<file path="src/hdl/fjsm_pkg.sv">
`timescale 1ns / 1ps
`default_nettype none

package fjsm_pkg;

    // Token classes produced by the front classifier
    typedef enum logic [3:0] {
        TOK_OTHER  = 4'd0,
        TOK_BLANK  = 4'd1,
        TOK_LBRACE = 4'd2,
        TOK_RBRACE = 4'd3,
        TOK_QUOTE  = 4'd4,
        TOK_BSLASH = 4'd5,
        TOK_COLON  = 4'd6,
        TOK_COMMA  = 4'd7,
        TOK_EOS    = 4'd8
    } tok_class_t;

    typedef struct packed {
        tok_class_t  cls;
        logic [7:0]  raw;
        logic [7:0]  unesc;
    } token_t;

    localparam int QUEUE_DEPTH = 2;
    localparam int QPTR_W      = $clog2(QUEUE_DEPTH);
    localparam int QCNT_W      = $clog2(QUEUE_DEPTH + 1);

    localparam logic [2:0] KIND_CHAR      = 3'd0;
    localparam logic [2:0] KIND_KEY_END   = 3'd1;
    localparam logic [2:0] KIND_VALUE_END = 3'd2;
    localparam logic [2:0] KIND_COMPLETE  = 3'd3;
    localparam logic [2:0] KIND_ERROR     = 3'd4;

    localparam logic [2:0] ERR_NONE       = 3'd0;
    localparam logic [2:0] ERR_WANT_OPEN  = 3'd1;
    localparam logic [2:0] ERR_WANT_QUOTE = 3'd2;
    localparam logic [2:0] ERR_WANT_COLON = 3'd3;
    localparam logic [2:0] ERR_WANT_SEP   = 3'd4;
    localparam logic [2:0] ERR_BAD_ESCAPE = 3'd5;

    localparam logic [7:0] CH_LBRACE = 8'h7B;
    localparam logic [7:0] CH_RBRACE = 8'h7D;
    localparam logic [7:0] CH_COLON  = 8'h3A;
    localparam logic [7:0] CH_COMMA  = 8'h2C;
    localparam logic [7:0] CH_QUOTE  = 8'h22;
    localparam logic [7:0] CH_BSLASH = 8'h5C;
    localparam logic [7:0] CH_SPACE  = 8'h20;
    localparam logic [7:0] CH_TAB    = 8'h09;
    localparam logic [7:0] CH_CR     = 8'h0D;
    localparam logic [7:0] CH_LF     = 8'h0A;
    localparam logic [7:0] CH_FF     = 8'h0C;
    localparam logic [7:0] CH_BS     = 8'h08;
    localparam logic [7:0] CH_LOW_B  = 8'h62;
    localparam logic [7:0] CH_LOW_F  = 8'h66;
    localparam logic [7:0] CH_LOW_N  = 8'h6E;
    localparam logic [7:0] CH_LOW_R  = 8'h72;
    localparam logic [7:0] CH_LOW_T  = 8'h74;

    // Escape map: the named control escapes, everything else maps to itself
    function automatic logic [7:0] unescape(input logic [7:0] c);
        logic [7:0] r;
        case (c)
            CH_LOW_B: r = CH_BS;
            CH_LOW_F: r = CH_FF;
            CH_LOW_N: r = CH_LF;
            CH_LOW_R: r = CH_CR;
            CH_LOW_T: r = CH_TAB;
            default:  r = c;
        endcase
        return r;
    endfunction

endpackage

`default_nettype wire

</file>
<file path="src/hdl/fjsm_front.sv">
`timescale 1ns / 1ps
`default_nettype none

module fjsm_front (
    input  wire logic           [7:0] data_byte,
    input  wire logic                 end_of_source,
    output fjsm_pkg::token_t          token
);

    fjsm_pkg::tok_class_t cls;

    // classify the byte into a token class; whitespace is space or 0x09..0x0D
    always_comb
    begin
        if (end_of_source)
        begin
            cls = fjsm_pkg::TOK_EOS;
        end
        else if (data_byte == fjsm_pkg::CH_SPACE ||
                 (data_byte >= fjsm_pkg::CH_TAB && data_byte <= fjsm_pkg::CH_CR))
        begin
            cls = fjsm_pkg::TOK_BLANK;
        end
        else
        begin
            case (data_byte)
                fjsm_pkg::CH_LBRACE: cls = fjsm_pkg::TOK_LBRACE;
                fjsm_pkg::CH_RBRACE: cls = fjsm_pkg::TOK_RBRACE;
                fjsm_pkg::CH_QUOTE:  cls = fjsm_pkg::TOK_QUOTE;
                fjsm_pkg::CH_BSLASH: cls = fjsm_pkg::TOK_BSLASH;
                fjsm_pkg::CH_COLON:  cls = fjsm_pkg::TOK_COLON;
                fjsm_pkg::CH_COMMA:  cls = fjsm_pkg::TOK_COMMA;
                default:             cls = fjsm_pkg::TOK_OTHER;
            endcase
        end
    end

    assign token.cls   = cls;
    assign token.raw   = data_byte;
    assign token.unesc = fjsm_pkg::unescape(data_byte);

endmodule

`default_nettype wire

</file>
<file path="src/hdl/fjsm_queue.sv">
`timescale 1ns / 1ps
`default_nettype none

module fjsm_queue (
    input  wire logic              clk,
    input  wire logic              rst_n,
    input  wire logic              push,
    input  wire fjsm_pkg::token_t  push_data,
    output logic                   not_full,
    input  wire logic              pop,
    output logic                   not_empty,
    output fjsm_pkg::token_t       pop_data
);

    fjsm_pkg::token_t                  mem_reg [fjsm_pkg::QUEUE_DEPTH];
    logic [fjsm_pkg::QPTR_W-1:0]       wr_ptr_reg, wr_ptr_next;
    logic [fjsm_pkg::QPTR_W-1:0]       rd_ptr_reg, rd_ptr_next;
    logic [fjsm_pkg::QCNT_W-1:0]       count_reg,  count_next;

    localparam logic [fjsm_pkg::QPTR_W-1:0] LAST_PTR = fjsm_pkg::QPTR_W'(fjsm_pkg::QUEUE_DEPTH - 1);
    localparam logic [fjsm_pkg::QCNT_W-1:0] FULL_CNT = fjsm_pkg::QCNT_W'(fjsm_pkg::QUEUE_DEPTH);

    assign not_full  = (count_reg != FULL_CNT);
    assign not_empty = (count_reg != '0);
    assign pop_data  = mem_reg[rd_ptr_reg];

    always_comb
    begin
        wr_ptr_next = wr_ptr_reg;
        rd_ptr_next = rd_ptr_reg;
        count_next  = count_reg;
        if (push)
        begin
            wr_ptr_next = (wr_ptr_reg == LAST_PTR) ? '0 : wr_ptr_reg + 1'b1;
        end
        if (pop)
        begin
            rd_ptr_next = (rd_ptr_reg == LAST_PTR) ? '0 : rd_ptr_reg + 1'b1;
        end
        case ({push, pop})
            2'b10:   count_next = count_reg + 1'b1;
            2'b01:   count_next = count_reg - 1'b1;
            default: count_next = count_reg;
        endcase
    end

    always_ff @(posedge clk)
    begin
        if (push)
        begin
            mem_reg[wr_ptr_reg] <= push_data;
        end
    end

    always_ff @(posedge clk or negedge rst_n)
    begin
        if (!rst_n)
        begin
            wr_ptr_reg <= '0;
            rd_ptr_reg <= '0;
            count_reg  <= '0;
        end
        else
        begin
            wr_ptr_reg <= wr_ptr_next;
            rd_ptr_reg <= rd_ptr_next;
            count_reg  <= count_next;
        end
    end

endmodule

`default_nettype wire

</file>
<file path="src/hdl/fjsm_back.sv">
`timescale 1ns / 1ps
`default_nettype none

module fjsm_back (
    input  wire logic              clk,
    input  wire logic              rst_n,
    input  wire logic              tok_valid,
    input  wire fjsm_pkg::token_t  tok,
    output logic                   tok_pop,
    output logic                   out_valid,
    input  wire logic              out_ready,
    output logic             [2:0] result_kind,
    output logic             [7:0] out_char,
    output logic             [2:0] error_code
);

    typedef enum logic [10:0] {
        PH_WAIT_OPEN    = 11'b000_0000_0001,
        PH_AFTER_OPEN   = 11'b000_0000_0010,
        PH_IN_KEY       = 11'b000_0000_0100,
        PH_KEY_ESC      = 11'b000_0000_1000,
        PH_AFTER_KEY    = 11'b000_0001_0000,
        PH_BEFORE_VALUE = 11'b000_0010_0000,
        PH_IN_VALUE     = 11'b000_0100_0000,
        PH_VALUE_ESC    = 11'b000_1000_0000,
        PH_AFTER_VALUE  = 11'b001_0000_0000,
        PH_BEFORE_KEY   = 11'b010_0000_0000,
        PH_FINISHED     = 11'b100_0000_0000
    } phase_t;

    phase_t      phase_reg, phase_next;
    logic        out_valid_reg, out_valid_next;
    logic [2:0]  kind_reg, kind_next;
    logic [7:0]  char_reg, char_next;
    logic [2:0]  err_reg,  err_next;
    logic        emit;
    logic        blank;

    // advance whenever the output slot is free or being drained
    assign tok_pop = tok_valid && (!out_valid_reg || out_ready);
    assign blank   = (tok.cls == fjsm_pkg::TOK_BLANK);

    always_comb
    begin
        phase_next = phase_reg;
        emit       = 1'b0;
        kind_next  = fjsm_pkg::KIND_CHAR;
        char_next  = 8'h00;
        err_next   = fjsm_pkg::ERR_NONE;

        if (tok.cls == fjsm_pkg::TOK_EOS)
        begin
            if (phase_reg != PH_FINISHED)
            begin
                emit       = 1'b1;
                kind_next  = fjsm_pkg::KIND_ERROR;
                phase_next = PH_FINISHED;
                case (phase_reg)
                    PH_WAIT_OPEN:   err_next = fjsm_pkg::ERR_WANT_OPEN;
                    PH_KEY_ESC,
                    PH_VALUE_ESC:   err_next = fjsm_pkg::ERR_BAD_ESCAPE;
                    PH_AFTER_KEY:   err_next = fjsm_pkg::ERR_WANT_COLON;
                    PH_AFTER_VALUE: err_next = fjsm_pkg::ERR_WANT_SEP;
                    default:        err_next = fjsm_pkg::ERR_WANT_QUOTE;
                endcase
            end
        end
        else
        begin
            case (phase_reg)
                PH_WAIT_OPEN:
                begin
                    if (tok.cls == fjsm_pkg::TOK_LBRACE)
                    begin
                        phase_next = PH_AFTER_OPEN;
                    end
                    else if (!blank)
                    begin
                        emit       = 1'b1;
                        kind_next  = fjsm_pkg::KIND_ERROR;
                        err_next   = fjsm_pkg::ERR_WANT_OPEN;
                        phase_next = PH_FINISHED;
                    end
                end
                PH_AFTER_OPEN:
                begin
                    if (tok.cls == fjsm_pkg::TOK_RBRACE)
                    begin
                        emit       = 1'b1;
                        kind_next  = fjsm_pkg::KIND_COMPLETE;
                        phase_next = PH_FINISHED;
                    end
                    else if (tok.cls == fjsm_pkg::TOK_QUOTE)
                    begin
                        phase_next = PH_IN_KEY;
                    end
                    else if (!blank)
                    begin
                        emit       = 1'b1;
                        kind_next  = fjsm_pkg::KIND_ERROR;
                        err_next   = fjsm_pkg::ERR_WANT_QUOTE;
                        phase_next = PH_FINISHED;
                    end
                end
                PH_IN_KEY, PH_IN_VALUE:
                begin
                    emit = 1'b1;
                    if (tok.cls == fjsm_pkg::TOK_QUOTE)
                    begin
                        if (phase_reg == PH_IN_KEY)
                        begin
                            kind_next  = fjsm_pkg::KIND_KEY_END;
                            phase_next = PH_AFTER_KEY;
                        end
                        else
                        begin
                            kind_next  = fjsm_pkg::KIND_VALUE_END;
                            phase_next = PH_AFTER_VALUE;
                        end
                    end
                    else if (tok.cls == fjsm_pkg::TOK_BSLASH)
                    begin
                        emit       = 1'b0;
                        phase_next = (phase_reg == PH_IN_KEY) ? PH_KEY_ESC : PH_VALUE_ESC;
                    end
                    else
                    begin
                        char_next = tok.raw;
                    end
                end
                PH_KEY_ESC, PH_VALUE_ESC:
                begin
                    emit       = 1'b1;
                    char_next  = tok.unesc;
                    phase_next = (phase_reg == PH_KEY_ESC) ? PH_IN_KEY : PH_IN_VALUE;
                end
                PH_AFTER_KEY:
                begin
                    if (tok.cls == fjsm_pkg::TOK_COLON)
                    begin
                        phase_next = PH_BEFORE_VALUE;
                    end
                    else if (!blank)
                    begin
                        emit       = 1'b1;
                        kind_next  = fjsm_pkg::KIND_ERROR;
                        err_next   = fjsm_pkg::ERR_WANT_COLON;
                        phase_next = PH_FINISHED;
                    end
                end
                PH_BEFORE_VALUE, PH_BEFORE_KEY:
                begin
                    if (tok.cls == fjsm_pkg::TOK_QUOTE)
                    begin
                        phase_next = (phase_reg == PH_BEFORE_KEY) ? PH_IN_KEY : PH_IN_VALUE;
                    end
                    else if (!blank)
                    begin
                        emit       = 1'b1;
                        kind_next  = fjsm_pkg::KIND_ERROR;
                        err_next   = fjsm_pkg::ERR_WANT_QUOTE;
                        phase_next = PH_FINISHED;
                    end
                end
                PH_AFTER_VALUE:
                begin
                    if (tok.cls == fjsm_pkg::TOK_RBRACE)
                    begin
                        emit       = 1'b1;
                        kind_next  = fjsm_pkg::KIND_COMPLETE;
                        phase_next = PH_FINISHED;
                    end
                    else if (tok.cls == fjsm_pkg::TOK_COMMA)
                    begin
                        phase_next = PH_BEFORE_KEY;
                    end
                    else if (!blank)
                    begin
                        emit       = 1'b1;
                        kind_next  = fjsm_pkg::KIND_ERROR;
                        err_next   = fjsm_pkg::ERR_WANT_SEP;
                        phase_next = PH_FINISHED;
                    end
                end
                default:
                begin
                    // finished or an illegal code: drop the item
                    phase_next = PH_FINISHED;
                end
            endcase
        end

        if (tok_pop && emit)
        begin
            out_valid_next = 1'b1;
        end
        else if (out_ready)
        begin
            out_valid_next = 1'b0;
        end
        else
        begin
            out_valid_next = out_valid_reg;
        end
    end

    always_ff @(posedge clk)
    begin
        if (tok_pop && emit)
        begin
            kind_reg <= kind_next;
            char_reg <= char_next;
            err_reg  <= err_next;
        end
    end

    always_ff @(posedge clk or negedge rst_n)
    begin
        if (!rst_n)
        begin
            phase_reg     <= PH_WAIT_OPEN;
            out_valid_reg <= 1'b0;
        end
        else
        begin
            if (tok_pop)
            begin
                phase_reg <= phase_next;
            end
            out_valid_reg <= out_valid_next;
        end
    end

    assign out_valid   = out_valid_reg;
    assign result_kind = kind_reg;
    assign out_char    = char_reg;
    assign error_code  = err_reg;

endmodule

`default_nettype wire

</file>
<file path="src/hdl/flat_json_string_map_tokenizer_top.sv">
// A byte's token passes the token queue before its result is registered for out_valid.
// Throughput: one byte per cycle sustained while out_ready is held high; the parser state
// machine in the back end takes one queued token each cycle its output register is free or being drained.
// Reset (rst_n, asynchronous, active low): token queue empty, no result pending,
// parser waits for the opening brace.
`timescale 1ns / 1ps
`default_nettype none

module flat_json_string_map_tokenizer_top (
    input  wire logic       clk,
    input  wire logic       rst_n,
    // input request: one source byte or the end-of-source mark
    input  wire logic       in_valid,
    output logic            in_ready,
    input  wire logic [7:0] data_byte,
    input  wire logic       end_of_source,
    // output request: one result
    output logic            out_valid,
    input  wire logic       out_ready,
    output logic      [2:0] result_kind,
    output logic      [7:0] out_char,
    output logic      [2:0] error_code
);

    fjsm_pkg::token_t front_tok;
    fjsm_pkg::token_t queue_tok;
    logic             q_not_full;
    logic             q_not_empty;
    logic             q_pop;

    // Front end: classify the byte (whitespace, structural character, quote,
    // backslash, end mark) and precompute its escape translation.
    fjsm_front u_front (
        .data_byte     (data_byte),
        .end_of_source (end_of_source),
        .token         (front_tok)
    );

    // Accept whenever the queue has room; this does not depend on the back end
    // draining in the same cycle, so the input side never waits on out_ready
    // combinationally.
    assign in_ready = q_not_full;

    // Short token queue decoupling the classifier from the parser.
    fjsm_queue u_queue (
        .clk       (clk),
        .rst_n     (rst_n),
        .push      (in_valid && q_not_full),
        .push_data (front_tok),
        .not_full  (q_not_full),
        .pop       (q_pop),
        .not_empty (q_not_empty),
        .pop_data  (queue_tok)
    );

    // Back end: the parse phase machine. Each token silently changes or keeps the
    // phase, or loads one result into the output register. After completion or an
    // error the machine sits in its terminal phase and drops every further token.
    fjsm_back u_back (
        .clk         (clk),
        .rst_n       (rst_n),
        .tok_valid   (q_not_empty),
        .tok         (queue_tok),
        .tok_pop     (q_pop),
        .out_valid   (out_valid),
        .out_ready   (out_ready),
        .result_kind (result_kind),
        .out_char    (out_char),
        .error_code  (error_code)
    );

endmodule

`default_nettype wire
</file>
<file path="config.mk">
export PLATFORM = sky130hd
export DESIGN_NAME = flat_json_string_map_tokenizer_top
export DESIGN_NICKNAME = d
export VERILOG_FILES = /design/src/hdl/fjsm_pkg.sv /design/src/hdl/fjsm_front.sv /design/src/hdl/fjsm_queue.sv /design/src/hdl/fjsm_back.sv /design/src/hdl/flat_json_string_map_tokenizer_top.sv
export SDC_FILE = /design/constraint.sdc
export NUM_CORES = 1
export LEC_CHECK = 0
export ABC_CLOCK_PERIOD_IN_PS = 6200
export BUFFER_PORTS_ARGS = -buffer_cell sky130_fd_sc_hd__buf_2
export CAP_MARGIN = 30
export CORE_MARGIN = 2
export CORE_UTILIZATION = 65
export DETAILED_ROUTE_END_ITERATION = 6
export GPL_ROUTABILITY_DRIVEN = 0
export PLACE_DENSITY_LB_ADDON = 0.05
export SKIP_LAST_GASP = 1
export SLEW_MARGIN = 20
export SYNTH_ARGS = -nofsm -noshare
export SYNTH_HDL_FRONTEND = slang
export SYNTH_SLANG_ARGS = --single-unit
</file>
<file path="constraint.sdc">
create_clock -name clk -period 6.2 [get_ports clk]
set_input_delay 0.62 -clock clk [delete_from_list [all_inputs] [get_ports clk]]
set_output_delay 0.62 -clock clk [all_outputs]
set_load 0.02 [all_outputs]
</file>
==> out/metrics.cfg, run 1 <==
[hold_path]
min_path_type = in2async

[logic_synthesis]
synth_compound_area_share_pct = 13.1
synth_adder_area_share_pct = 0.331
yosys_warnings = 0
synth_xor_xnor_area_share_pct = 1.85
avgSynthCellArea_sq_um = 11.3
synthTopCellsByArea = edfxtp_1, dfrtp_1, mux2i_1
synth_common_cells = edfxtp_1, nor2_1, mux2i_1
syn-cell-area_sq_um = 3780
synth_flop_cell = edfxtp_1
synthArstFlopShare_pct = 22.9
synth_seq_area_share_pct = 53.5
yosysTopAreaCell = edfxtp_1
synthMuxAreaShare_pct = 6.78
synth-seq-cells = 70
synth_top_area_share_pct = 42.9
synth-simple-area-share_pct = 21.7
synth_edf_count = 54
syn_inst = 335
ys_types = 57
yosysMostFrequentCell = edfxtp_1
synth_nets = 349
synth_top_family_by_area = simple AND/OR/NAND/NOR gates

[layout]
drive_above_1_share_pct = 17.8
fin_util_pct = 75.3
nFillCells = 379
largest_register_ffs = 40
layout.cells.non_filler = 438
n_antenna_cell = 0
nets = 375
syn_to_final_growth_pct = 11.0

[clock_tree]
cts_setup_buffers = 0
h-tree-depth = 3
post_cts_resize_count = 0
clk_latency_ps = 360
cts-buffers-inserted = 9
cts_tree = built
clockBufferDepth = 2
path_clk_slew_ps = 80
cts_hold_buf = 0
cts.sinks = 70
root_buffer = clkbuf_8

[timing]
timing.fmax_mhz = 340
setup_viol = 0
period_share_pct = 47.4
hold_viol_final = 0
clock_skew_ps = 6.07
max-slew-margin-rel_pct = 55.2
slew_viol_final = 0
rsz0062_at_grt = false
worst_pin_slew_ps = 665
timing.hold.ws_ps = 163
period_minus_slack_ps = 2940
fin_tns_setup_ps = 0

[worst_setup_path]
r2r_cells = 6
critPathMaxStageDelay_ps = 590
crit_buf_inv = 1
start_kind = flop
end_kind = flop
worst-endpoint-required_ps = 6270
r2r_end = u_back.out_char[0]
crit-reg2reg-launch = u_back.phase_reg[5]
r2r_setup_slack_ps = 3260
crit_chain = nor4_4, nand3_1, nand2b_1, nor3b_1, o31ai_2, buf_4
crit_path_top_delay_cell = nor4_4
path_max_fanout = 10
path_class = reg2reg
arrival_ps = 3010
critical_path.top_delay_family = simple AND/OR/NAND/NOR gates

[floorplanning]
die-area_sq_um = 6440
num_rows = 27
core_area_sq_um = 5570
top_level_ports = 29
die_x_um = 80.3
start_util_pct = 67.8
die_y_um = 80.3

[global_routing]
grt_pass1_vias = 2552
gr-total-overflow = 0
grt_usage_pct = 25.9
grt_max_degree = 35
grt_pass1_wl_um = 12400
antenna_found_initial = 0

[detailed_routing]
detail-route-antenna-nets = 0
routed_wl_um = 7770
via_count = 2869
drc = 0
first_pass_iters = 6
routedWlPerCell_um = 17.7
viasPerCell = 6.55
drt-initial-drc-count = 323

[outcome]
outcome = finished clean

[placement]
portBuffers = 28
hpwl_um = 5330
dp_cells = 419

[power]
combPwrFrac_pct = 27.5
p_switching_w = 0.000481
total_power_w = 0.00148
p_leak_nw = 1.57
powerDensity_nw_per_um2 = 353
vdd_drop_max_v = 0.000335
switching_share_pct = 32.5
p_clk_share_pct = 28.5
intPower_w = 0.00100
pwr-share-seq_pct = 43.9

[job]
maxCapViolCount = 0

-- worst register-to-register path: cells and delay by family (launching register included) --
family	cells	cell delay (ps)
and+or+nand+nor	4	1380
DFF	1	530
AOI/OAI and AO/OA	1	470
buffers and inverters	1	280
-- power groups by stage --
stage | sequential (W) | combinational (W) | clock (W)
2_1_floorplan | 0.000674 | 0.000284 | 0
3_3_place_gp | 0.000656 | 0.000387 | 0
3_5_place_dp | 0.000660 | 0.000396 | 0
4_1_cts | 0.000651 | 0.000398 | 0.000426
5_1_grt | 0.000659 | 0.000443 | 0.000444
6_report | 0.000651 | 0.000408 | 0.000423
-- logic make-up after synthesis --
| logic type | count (synthesis) |
|---|---|
| fa+ha+maj | 1 |
| compound gates | 72 |
| xor+xnor | 8 |
| simple gates | 138 |
| mux | 25 |
| buf+inv | 21 |
| flops | 70 |
-- cell usage in the layout (no fill, tap or decap), drive strengths merged, types with 2 or more instances in the layout --
master | Yosys | final
nand3 | 10 | 10
a21oi | 10 | 10
dfrtp | 15 | 15
nor3 | 8 | 8
buf | 9 | 32
bufinv | 0 | 2
xor2 | 4 | 4
nand2 | 20 | 20
o31ai | 4 | 4
o311ai | 2 | 2
and2 | 10 | 10
edfxtp | 54 | 54
clkbuf | 10 | 11
o22a | 2 | 2
mux2 | 2 | 2
a22o | 4 | 4
o41ai | 2 | 2
o22ai | 16 | 16
or4b | 2 | 2
xnor2 | 4 | 4
o32ai | 2 | 2
or2 | 4 | 4
inv | 2 | 5
nor4b | 12 | 12
nor2 | 28 | 28
a211oi | 2 | 2
mux2i | 23 | 23
a31oi | 2 | 2
o21ai | 16 | 16
and3 | 4 | 4
nand2b | 11 | 11
nor3b | 7 | 7
nor2b | 6 | 6
nor4 | 5 | 5
o21a | 3 | 3
and3b | 2 | 2
nand4 | 4 | 4
nand3b | 3 | 3
-- routing by layer --
metal / share of wire (%) / up-vias / track usage (%)
li1: - / 1345 / -
met1: 43 / 1340 / 35.8
met2: 45 / 159 / 38.4
met3: 9.6 / 25 / 8.31
met4: 2.3 / 0 / 9.49
met5: 0 / - / 0
-- worst max path at each step --
stage          cells past startpoint                start                    to  slack (ps)
3_5_place_dp                       7  u_back.phase_reg[9]    u_back.out_char[1]        3150
3_3_place_gp                       6  u_back.phase_reg[9]    u_back.out_char[1]        3010
6_report                           6  u_back.phase_reg[5]    u_back.out_char[0]        3260
2_1_floorplan                      8  u_back.phase_reg[5]  u_back.error_code[0]        3050
5_1_grt                            7  u_back.phase_reg[5]    u_back.out_char[0]        3180
4_1_cts                            7  u_back.phase_reg[9]    u_back.out_char[1]        3110
-- stage by stage --
step	setup WS [ps]	cell area (sq um)
2_1_floorplan	3050	3780
3_3_place_gp	3010	3940
3_5_place_dp	3150	3940
4_1_cts	3110	4170
5_1_grt	3180	4200
6_report	3260	4200
-- layout make-up --
type	instances	area (sq um)	share of cell area (%)
timing repair buffer	34	188	4.47
sequential	70	2020	48.2
tap	72	90.1	2.15
inverter	2	7.51	0.179
clock buffer	9	124	2.95
multi-input combinational	244	1660	39.6
clock inverter	7	105	2.50
No activity file was read; power rests on OpenSTA's default activity.
==> run 2, diff against run 1 <==
ABC_CLOCK_PERIOD_IN_PS = 2800   (was 6200)
CORE_UTILIZATION = 60   (was 65)
clock period = 2.8 ns   (was 6.2 ns; I/O delays follow)
==> out/metrics.cfg, run 2 (synthesis gave the netlist of run 1 again) <==
[placement]
hpwl_um = 5960
pre_cts_ws_ps = 156
dp_cells = 439
portBuffers = 28

[clock_tree]
clockBufferDepth = 2
path_clk_slew_ps = 70
clk_latency_ps = 350
cts-buffers-inserted = 9
cts_tree = built
h-tree-depth = 3
cts.sinks = 70
root_buffer = clkbuf_8

[worst_setup_path]
end_kind = flop
arrival_ps = 2660
critPathMaxStageDelay_ps = 480
path_max_fanout = 10
crit_chain = nor4_4, buf_4, nand3_1, and2_1, a41o_1, o31ai_2, buf_4
start_kind = flop
crit_path_top_delay_cell = dfrtp_1
path_common_cell = buf_4
path_class = reg2reg
r2r_cells = 7
worst-endpoint-required_ps = 2850
r2r_setup_slack_ps = 190

[layout]
layout.cells.non_filler = 455
syn_to_final_growth_pct = 13.8
layout_common_cells = edfxtp_1, nor2_1, buf_2
fin_util_pct = 71.8
final_common_cell = edfxtp_1
largest_register_ffs = 40
drive_above_1_share_pct = 20.3
n_antenna_cell = 0
nets = 390

[floorplanning]
num_rows = 28
start_util_pct = 63.1
die-area_sq_um = 6950
die_y_um = 83.4
core_area_sq_um = 5990
top_level_ports = 29
die_x_um = 83.4

[power]
p_leak_nw = 1.63
vdd_drop_max_v = 0.000583
powerDensity_nw_per_um2 = 757

[detailed_routing]
via_count = 2930
detail-route-antenna-nets = 0
routedWlPerCell_um = 18.9
routed_wl_um = 8590
viasPerCell = 6.44
first_pass_iters = 5
drc = 0
drt-initial-drc-count = 247

[timing]
clock_skew_ps = 9.58
worst_pin_slew_ps = 688
max-slew-margin-rel_pct = 53.6
setup_viol = 0
hold_viol_final = 0
fin_ws_ps = 190
period_minus_slack_ps = 2610
rsz0062_at_grt = true
timing.fmax_mhz = 383
fin_tns_setup_ps = 0
slew_viol_final = 0
period_share_pct = 93.2

[job]
maxCapViolCount = 0

[global_routing]
grt_pass1_wl_um = 14000
grt_usage_pct = 26.0
grt_pass1_vias = 2802
gr-total-overflow = 0
antenna_found_initial = 0
grt_max_degree = 21

[hold_path]
min_path_type = in2reg
holdPathStages = 1

[outcome]
outcome = finished clean

[run 2: layer usage]
layer | vias up | wire length, um | track usage (%) | share of wire [%]
met1 | 1399 | 3640 | 35.7 | 42
met3 | 28 | 633 | 5.37 | 7.4
met5 | - | 0 | 0 | 0
met2 | 133 | 4090 | 40.5 | 48
li1 | 1370 | - | - | -
met4 | 0 | 225 | 10.4 | 2.6
[run 2: worst max-delay path: cells and delay by family, from the launching register on]
kind | cells | cell delay [ps]
buf+inv | 2 | 480
flops | 1 | 480
compound gates | 2 | 450
simple gates | 3 | 890
[run 2: path summary, 6_finish.rpt]
kind | from | end
worst max register to register | u_back.phase_reg[6] | u_back.out_char[2]
min in group asynchronous | rst_n | u_back.phase_reg[8]
worst min register to register | u_queue.wr_ptr_reg | u_queue.wr_ptr_reg
worst max-delay path | u_back.phase_reg[6] | u_back.out_char[2]
worst min-delay path | end_of_source | u_queue.mem_reg[1][19]
max in group asynchronous | rst_n | u_back.phase_reg[0]
[run 2: area by class of cell]
type / count / area (sq um)
multi-input combinational: 244 / 1670
fill: 430 / 1690
inverter: 2 / 7.51
clock inverter: 6 / 87.6
timing repair buffer: 49 / 300
sequential: 70 / 2020
clock buffer: 9 / 124
tap: 75 / 93.8
[run 2: report_power, final]
group	switching (W)	total (W)	internal (W)
registers	0.000107	0.00146	0.00136
logic	0.000565	0.000917	0.000352
clock network	0.000385	0.000879	0.000495
[run 2: metrics by stage]
step / area [sq um] / hold WS, ps / power, W
after floorplan: 3790 / -15.6 / 0.00213
after global routing: 4300 / 147 / 0.00340
final: 4300 / 154 / 0.00326
after global placement: 4070 / 215 / 0.00234
after detailed placement: 4080 / 228 / 0.00239
after CTS: 4300 / 143 / 0.00326
[run 2: repair_timing]
action	in CTS	in global routing
endpoints found under the hold margin	15	0
gates resized for setup	0	1
endpoints found under the setup margin	0	16
hold buffers	1	0
setup buffers	0	0
